<file path="config.mk">
export PLATFORM = sky130hd
export DESIGN_NAME = cgfe_ctrl
export DESIGN_NICKNAME = d
export VERILOG_FILES = /design/src/rtl/cgfe_pkg.sv /design/src/rtl/cgfe_ctrl.sv
export VERILOG_INCLUDE_DIRS = /design/src /design/src/rtl
export SDC_FILE = /design/constraint.sdc
export NUM_CORES = 1
export LEC_CHECK = 0
export ABC_AREA = 1
export BUFFER_PORTS_ARGS = -buffer_cell sky130_fd_sc_hd__clkbuf_2
export CORE_AREA = 3 3 40 42
export DETAILED_ROUTE_END_ITERATION = 7
export DIE_AREA = 0 0 43 45
export PLACE_DENSITY = 0.38
export SYNTH_ARGS = -nofsm -noshare
export SYNTH_HDL_FRONTEND = slang
export SYNTH_SLANG_ARGS = --single-unit
</file>
<file path="constraint.sdc">
create_clock -name i_clk -period 1.1 [get_ports i_clk]
set_input_delay 0.055 -clock i_clk [delete_from_list [all_inputs] [get_ports i_clk]]
set_output_delay 0.055 -clock i_clk [all_outputs]
set_load 0.02 [all_outputs]
</file>
<file path="src/rtl/char_grid_fill_engine_top_assert.svh">
// Assertion macros shared by the character grid fill engine modules.
// Included by the controller and the datapath; needs nothing else.
`ifndef CHAR_GRID_FILL_ENGINE_TOP_ASSERT_SVH
`define CHAR_GRID_FILL_ENGINE_TOP_ASSERT_SVH

`ifndef SYNTH
// Same-cycle implication, checked outside reset.
`define CGFE_ASSERT_IMP(label, clk, rst_n, ante, cons) \
    label: assert property (@(posedge clk) disable iff (!(rst_n)) (ante) |-> (cons)) \
        else $error("cgfe: same-cycle check failed");
// Next-cycle implication, checked outside reset.
`define CGFE_ASSERT_NXT(label, clk, rst_n, ante, cons) \
    label: assert property (@(posedge clk) disable iff (!(rst_n)) (ante) |=> (cons)) \
        else $error("cgfe: next-cycle check failed");
`else
`define CGFE_ASSERT_IMP(label, clk, rst_n, ante, cons)
`define CGFE_ASSERT_NXT(label, clk, rst_n, ante, cons)
`endif

`endif

</file>
<file path="src/rtl/cgfe_pkg.sv">
// Shared types and constants of the character grid fill engine.
// Used by the controller, the datapath and the top level; no dependencies.
`timescale 1ns / 1ps
`default_nettype none

package cgfe_pkg;

    localparam int DEF_MAX_COLS = 64;
    localparam int DEF_MAX_ROWS = 64;

    localparam int CMD_W     = 3;
    localparam int COORD_W   = 6;
    localparam int DIM_W     = 7;
    localparam int CHAR_W    = 8;
    // Holds any linear address a box can reach: (63 + 126) * 127 + 63 + 126.
    localparam int ADDR_W    = 15;
    localparam int CFG_IDX_W = 1;
    localparam int CFG_W     = 7;

    localparam int IN_TDATA_W  = 40;
    localparam int OUT_TDATA_W = 8;

    typedef enum logic [CMD_W-1:0] {
        CMD_READ  = 3'd0,
        CMD_WRITE = 3'd1,
        CMD_ROW   = 3'd2,
        CMD_COL   = 3'd3,
        CMD_BOX   = 3'd4
    } t_cmd;

    localparam logic [CFG_IDX_W-1:0] CFG_GRID_WIDTH  = 1'b0;
    localparam logic [CFG_IDX_W-1:0] CFG_GRID_HEIGHT = 1'b1;

    localparam logic [CFG_W-1:0] GRID_DIM_RESET = 7'd64;

    // Commands from the controller to the datapath.
    typedef struct packed {
        logic capture;
        logic setup;
        logic step;
        logic finish;
    } t_dp_ctl;

    // Status from the datapath to the controller.
    typedef struct packed {
        logic walk_last;
        logic walk_empty;
    } t_dp_stat;

endpackage

`default_nettype wire

</file>
<file path="src/rtl/cgfe_ctrl.sv">
// Sequencer of the character grid fill engine: accept, set up, walk cells, deliver.
// Depends on cgfe_pkg and the assertion macro header.
`timescale 1ns / 1ps
`default_nettype none
`include "char_grid_fill_engine_top_assert.svh"

module cgfe_ctrl (
    input  wire                 i_clk,
    input  wire                 i_rst_n,
    input  wire                 i_in_valid,
    output logic                o_in_ready,
    output logic                o_out_valid,
    input  wire                 i_out_ready,
    output cgfe_pkg::t_dp_ctl   o_ctl,
    input  cgfe_pkg::t_dp_stat  i_stat
);
    import cgfe_pkg::*;

    typedef enum logic [1:0] {
        S_IDLE,
        S_SETUP,
        S_WALK,
        S_FINISH
    } t_state;

    t_state r_state;
    logic   r_out_valid;

    always_comb begin
        o_ctl         = '0;
        o_in_ready    = (r_state == S_IDLE);
        o_ctl.capture = (r_state == S_IDLE) && i_in_valid;
        o_ctl.setup   = (r_state == S_SETUP);
        o_ctl.step    = (r_state == S_WALK) && !i_stat.walk_empty;
        // The result register frees up in the same cycle the old result is taken.
        o_ctl.finish  = (r_state == S_FINISH) && (!r_out_valid || i_out_ready);
    end

    assign o_out_valid = r_out_valid;

    always_ff @(posedge i_clk) begin
        if (!i_rst_n) begin
            r_state     <= S_IDLE;
            r_out_valid <= 1'b0;
        end else begin
            unique case (r_state)
                S_IDLE: begin
                    if (i_in_valid) r_state <= S_SETUP;
                end
                S_SETUP: begin
                    r_state <= S_WALK;
                end
                S_WALK: begin
                    if (i_stat.walk_empty || i_stat.walk_last) r_state <= S_FINISH;
                end
                S_FINISH: begin
                    if (o_ctl.finish) r_state <= S_IDLE;
                end
                default: begin
                    r_state <= S_IDLE;
                end
            endcase

            if (o_ctl.finish) begin
                r_out_valid <= 1'b1;
            end else if (i_out_ready) begin
                r_out_valid <= 1'b0;
            end
        end
    end

    `CGFE_ASSERT_NXT(a_accept_to_setup, i_clk, i_rst_n, o_ctl.capture, r_state == S_SETUP)
    `CGFE_ASSERT_NXT(a_finish_delivers, i_clk, i_rst_n, o_ctl.finish, r_out_valid && r_state == S_IDLE)
    `CGFE_ASSERT_IMP(a_step_only_walk, i_clk, i_rst_n, o_ctl.step, !o_in_ready && !o_ctl.finish)

endmodule

`default_nettype wire

</file>
==> results of run 1 <==
[per-stage QoR]
| step | instances | instance area, um^2 |
|---|---|---|
| final | 66 | 476.7 |
| after global routing | 66 | 476.7 |
| after CTS | 66 | 437.9 |
| after detailed placement | 60 | 325.3 |
| after global placement | 60 | 325.3 |
| after floorplan | 33 | 244.0 |
[final timing paths]
| kind | endpoint | slack, ns | cells past startpoint |
|---|---|---|---|
| max | o_ctl[1] | -0.02 | 5 |
| max reg2reg | r_state[1] | 0 | 8 |
| min | r_state[0] | 0.05 | 3 |
| min reg2reg | o_out_valid | 0.55 | 2 |
[state kept, by name (all words and copies together), names as in the netlist]
name	flops
o_out_valid	1
r_state	2
[logic make-up after synthesis]
| family | count (synthesis) |
|---|---|
| flops | 3 |
| fa+ha+maj | 4 |
| simple gates | 14 |
| compound gates | 3 |
| buf+inv | 9 |
[area by class of cell]
class | count | area (um^2) | area share (%)
Clock buffer | 4 | 26.28 | 5.512
Inverter | 9 | 41.29 | 8.661
Multi-Input combinational cell | 21 | 216.5 | 45.41
Sequential cell | 3 | 67.56 | 14.17
Tap cell | 15 | 18.77 | 3.937
Timing Repair Buffer | 14 | 106.4 | 22.31
[cell usage after synthesis, drive strengths merged]
master / instances / share of area [%]
inv: 9 / 14
nand2: 7 / 13
ha: 4 / 21
dfxtp: 3 / 25
nor2: 3 / 4.7
a21oi: 2 / 5.7
nand3: 2 / 8.3
a21boi: 1 / 3.1
nand3b: 1 / 3.1
nand4: 1 / 2.6
[layer usage]
metal	track usage, %	wire, um	part of all wire, %	vias to the layer above
met4	7.229	25	4.2	0
met1	7.656	236	40	115
li1	-	-	-	136
met3	2.390	31	5.2	4
met2	12.87	298	50	7
met5	0	0	0	-
[worst max-delay path, cell delays in order (launching register included)]
cell and delay [ns]:
dfxtp_4 0.36, inv_6 0.07, ha_4 0.14, inv_2 0.03, nor2_1 0.08, buf_4 0.14
[power breakdown]
| group | switching [W] | internal (W) | total (W) |
|---|---|---|---|
| registers | 0.0000807 | 0.000169 | 0.000250 |
| logic | 0.000391 | 0.000366 | 0.000757 |
| clock network | 0.0000622 | 0.000136 | 0.000198 |
| total | 0.000534 | 0.000671 | 0.00121 |
[what timing repair did]
| item | CTS | global route |
|---|---|---|
| resized for setup | 21 | 13 |
| setup endpoints to repair | 5 | 5 |
| hold endpoints to repair | 0 | 0 |
| setup buffers | 2 | 0 |
| pin swaps | 4 | 7 |
==> impl_metrics.py, run 1 <==
metrics = {
    "logic_synthesis": {
        "synth_cell_type_count": 13,
        "synth.ff_latch_count": 3,
        "synth_xor_xnor_area_share_pct": 0,
        "synth_simple_gate_area_share_pct": 31.61,
        "muxShareOfSynthArea_pct": 0,
        "syn_inst": 33,
        "synth-compound-area-share_pct": 8.808,
        "syn_avg_cell_area_um2": 7.318,
        "synth_top_family_by_area": "simple AND/OR/NAND/NOR gates",
        "synth_warnings": 0,
        "post_synthesis_share_of_cell_area_spent_on_full_adders_half_adders_and_majority_gates_pct": 20.73,
        "synth_fp_nets": 43,
        "synth_seq_area_share_pct": 24.87,
        "netlist_area_um2": 241.5,
    },
    "clock_tree": {
        "tritoncts_num_sinks": 3,
        "cts-buffers-inserted": 3,
        "clockBufferDepth": 2,
        "ctsHtreeMaxLevel": 1,
        "clk-insertion-delay-late_ns": 0.24,
        "cts.clk_slew.worst_paths_ns": 0.04,
        "cts.hold.buffers_added": 0,
        "cts-root-buf": "clkbuf_4",
        "tritoncts": "built",
    },
    "power_and_ir_drop": {
        "p_per_area_nw_per_um2": 2528,
        "max-vdd-ir-drop_mv": 0.7285,
        "finalPower_w": 0.001205,
        "static_leakage_nw": 0.2310,
    },
    "sta": {
        "setup_viol": 4,
        "timing.hold.ws_ns": 0.05264,
        "final_max_slew_viol_count": 0,
        "rsz0062_at_grt": "yes",
        "final.setup.tns_ns": -0.04261,
        "min_period_over_period_pct": 102.0,
        "finClkSkew_ns": 0.007196,
        "timing.max_slew.rel_slack_pct": 86.45,
        "tightestPinTransition_ns": 0.2030,
        "worst_slack_ns": -0.02220,
        "max_freq_ghz": 0.8911,
        "hold_viol_final": 0,
        "period_minus_slack_ns": 1.122,
    },
    "critical_path": {
        "rr_startpoint": "r_state[0]",
        "crit_path_max_fanout": 3,
        "timing.critical_path.to_type": "output pin",
        "path_class": "reg2out",
        "crit_start": "r_state[0]",
        "cp.arrival_ns": 1.07,
        "required_time_of_the_critical_path_ns": 1.04,
        "critical_path.startpoint_type": "flop",
    },
    "finish": {
        "layout-drive-gt1-share_pct": 74.51,
        "mostFrequentLayoutCells": "clkbuf_2, inv_2",
        "area_growth_syn_to_layout_pct": 97.41,
        "final_core_utilization_pct": 37.10,
        "filler_cell_count": 147,
        "mostFrequentLayoutCell": "clkbuf_2",
        "num-nets-final": 62,
        "diode_insertion_count_for_antenna_repair": 0,
    },
    "outcome": {
        "violations": "negative setup slack",
        "run_status": "complete, but fails checks",
    },
    "floorplan": {
        "initial_utilization_pct": 18.79,
        "die_w_um": 43,
        "dieArea_um2": 1935,
        "chipHeight_um": 45,
        "placeableCoreArea_um2": 1285,
        "io_count": 12,
        "rows": 13,
    },
    "global_route": {
        "grt_usage_pct": 7.724,
        "grt_pass1_wl_mm": 1.069,
        "grt_pass1_vias": 274,
        "grt_overflow": 0,
        "maximum_number_of_pins_on_one_net_before_global_route_repair": 5,
        "antenna_found_initial": 0,
    },
    "worst_hold_path": {
        "min-delay-path-class": "in2reg",
        "min-delay-start": "i_rst_n",
    },
    "drt": {
        "final_antenna_net_count": 0,
        "wl_per_cell_um": 8.970,
        "drt_iter0_markers": 0,
        "total_via_count_after_detailed_routing": 262,
        "drt-total-wl_um": 592,
        "drt_pre_antenna_iters": 1,
        "route.detailed.drc": 0,
        "route.detailed.vias_per_inst": 3.970,
    },
    "placed_design": {
        "portBuffers": 11,
        "post-dp-hpwl_um": 428.5,
        "finalWeightedCongestion": 0.7332,
        "dpl_worst_slack_ns": -0.003878,
    },
    "run": {
        "cap_viol_max_count": 0,
    },
}
(Power assumes the default switching activity.)
==> run 2, diff against run 1 <==
ABC_AREA = 0   (was 1)
PLACE_DENSITY = 0.37   (was 0.38)
==> run 2 against run 1 <==
The flow still finishes with violations (negative setup slack). Final cell count fell by 12%. Non-clock buffer count grew 2. Global-route usage shrank 0.33 points. Sequential power down 21%. Sequential cell count is the same. Core utilization down 2.3 points. Maximum frequency shrank 10%. Power down 27%. Critical path type is now reg2reg.
==> impl_metrics.py, run 2 <==
metrics = {
    "finish": {
        "post-route-cell-area_um2": 446.7,
        "num-nets-final": 54,
        "area_growth_syn_to_layout_pct": 88.89,
        "largest_reg_flops": 2,
        "multi_input_comb_area_um2": 207.7,
        "top_register": "r_state",
        "mostFrequentLayoutCell": "clkbuf_2",
        "sequential_cell_area_um2": 67.56,
        "mostFrequentLayoutCells": "clkbuf_2, buf_4, inv_1, ha_4, clkbuf_4",
        "layout-drive-gt1-share_pct": 69.77,
        "filler_cell_count": 143,
        "diode_insertion_count_for_antenna_repair": 0,
    },
    "drt": {
        "route.detailed.drc": 0,
        "wl_per_cell_um": 10.47,
        "final_antenna_net_count": 0,
        "drt_iter0_markers": 0,
        "total_via_count_after_detailed_routing": 226,
        "drt_pre_antenna_iters": 1,
        "route.detailed.vias_per_inst": 3.897,
        "drt-total-wl_um": 607,
    },
    "logic_synthesis": {
        "synth_edf_count": 0,
        "syn_inst": 23,
        "synth.cells.most_frequent": "ha_1, inv_1, dfxtp_1",
        "netlist_area_um2": 236.5,
        "synth_seq_area_share_pct": 25.40,
        "synthFlopType": "dfxtp_1",
        "synthArstFlopShare_pct": 0,
        "synth_fp_nets": 33,
        "synth_area_leaders": "dfxtp_1, ha_1, a221oi_4",
        "synth_cell_type_count": 13,
        "synth_warnings": 0,
        "syn_avg_cell_area_um2": 10.28,
        "synth.ff_latch_count": 3,
        "netlist.area_leader.share_pct": 25.40,
        "synth_area_leader_cell": "dfxtp_1",
    },
    "clock_tree": {
        "clockBufferDepth": 2,
        "ctsHtreeMaxLevel": 1,
        "cts-buffers-inserted": 3,
        "tritoncts": "built",
        "cts-root-buf": "clkbuf_4",
        "cts.clk_slew.worst_paths_ns": 0.04,
        "clk-insertion-delay-late_ns": 0.23,
        "tritoncts_num_sinks": 3,
    },
    "power_and_ir_drop": {
        "p_per_area_nw_per_um2": 1979,
        "max-vdd-ir-drop_mv": 0.6989,
        "static_leakage_nw": 0.2075,
    },
    "global_route": {
        "grt_overflow": 0,
        "grt_pass1_vias": 269,
        "antenna_found_initial": 0,
        "grt_usage_pct": 7.398,
        "maximum_number_of_pins_on_one_net_before_global_route_repair": 5,
        "grt_pass1_wl_mm": 1.035,
    },
    "run": {
        "cap_viol_max_count": 0,
    },
    "worst_hold_path": {
        "min-delay-path-class": "in2reg",
        "min-delay-start": "i_rst_n",
    },
    "sta": {
        "timing.max_slew.rel_slack_pct": 84.00,
        "setup_viol": 7,
        "max_freq_ghz": 0.7989,
        "period_minus_slack_ns": 1.252,
        "finClkSkew_ns": 0.0007281,
        "hold_viol_final": 0,
        "worst_slack_ns": -0.1517,
        "rsz0062_at_grt": "yes",
        "timing.hold.ws_ns": 0.09667,
        "final_max_slew_viol_count": 0,
        "tightestPinTransition_ns": 0.2399,
        "min_period_over_period_pct": 113.8,
    },
    "critical_path": {
        "crit_start": "r_state[1]",
        "timing.critical_path.to_type": "flop",
        "crit_path_max_fanout": 4,
        "rr_startpoint": "r_state[1]",
        "critical_path.max_stage_delay_ns": 0.36,
        "critical_path.startpoint_type": "flop",
        "cp.arrival_ns": 1.40,
        "critical_path.slowest_cell": "dfxtp_4",
        "required_time_of_the_critical_path_ns": 1.25,
        "critical_path.cell_chain": "ha_4 -> and3b_2 -> a221oi_4 -> mux2i_1",
        "path_class": "reg2reg",
    },
    "floorplan": {
        "dieArea_um2": 1935,
        "placeableCoreArea_um2": 1285,
        "die_w_um": 43,
        "io_count": 12,
        "initial_utilization_pct": 18.40,
        "rows": 13,
        "chipHeight_um": 45,
    },
    "placed_design": {
        "dpl_worst_slack_ns": -0.1464,
        "post-dp-hpwl_um": 448.4,
        "portBuffers": 11,
        "finalWeightedCongestion": 0.6736,
        "placement.cell_area_um2": 354.1,
    },
    "outcome": {
        "run_status": "complete, but fails checks",
        "violations": "negative setup slack",
    },
}
## run 2: critical path: cells and delay by family (launching register included)
family / cells / cell delay (ns)
adder cells (fa/ha/maj): 1 / 0.16
AND/OR/NAND/NOR: 1 / 0.23
AO/OA/AOI/OAI: 1 / 0.22
flip-flops: 1 / 0.36
multiplexers: 1 / 0.21
## run 2: logic make-up after synthesis
logic type,after synthesis,share of synthesized area (%)
buf+inv,4,6.347
fa+ha+maj,4,21.16
mux,1,4.233
compound gates,4,21.16
simple gates,7,21.70
flops,3,25.40
## run 2: stage by stage
step                      setup TNS, ns  total power, W  util [%]  cells
after floorplan                 -0.1678       0.0004370         -     23
after global placement          -0.2179       0.0006016     27.56     54
after detailed placement        -0.2385       0.0005988     27.56     54
after CTS                       -0.7210       0.0008110     30.87     58
after global routing             -1.066       0.0009698     34.76     58
final                           -0.6682       0.0008840     34.76     58
## run 2: final timing paths
path / endpoint / slack [ns] / depth (start not counted)
setup / recovery: r_state[1] / -0.15 / 4
setup reg to reg: r_state[1] / -0.15 / 4
hold / removal: o_out_valid / 0.1 / 2
hold reg to reg: r_state[1] / 0.52 / 2
## run 2: what timing repair did
| action | 4_1_cts | 5_1_grt |
|---|---|---|
| hold buffers | 0 | 0 |
| pin swaps | 2 | 2 |
| endpoints found under the setup margin | 7 | 7 |
| buffers inserted | 0 | 0 |
| resized for setup | 6 | 11 |
## run 2: per-layer routing
| layer | share of wire (%) | track usage [%] | vias up |
|---|---|---|---|
| li1 | - | - | 118 |
| met4 | 0 | 5.422 | 0 |
| met3 | 8.4 | 3.586 | 0 |
| met1 | 36 | 6.715 | 101 |
| met5 | 0 | 0 | - |
| met2 | 55 | 12.87 | 7 |
## run 2: cell type report
class,count,share of cell area (%)
clock buffers,4,5.882
inverters,4,3.922
multi-input cells,16,46.50
flip-flops and latches,3,15.13
well taps,15,4.202
repair buffers,16,24.37
## run 2: power breakdown
group | switching [W] | leakage [nW] | internal (W)
logic | 0.000234 | 0.167 | 0.000265
clock network | 0.0000532 | 0.0150 | 0.000136
registers | 0.0000453 | 0.0259 | 0.000152
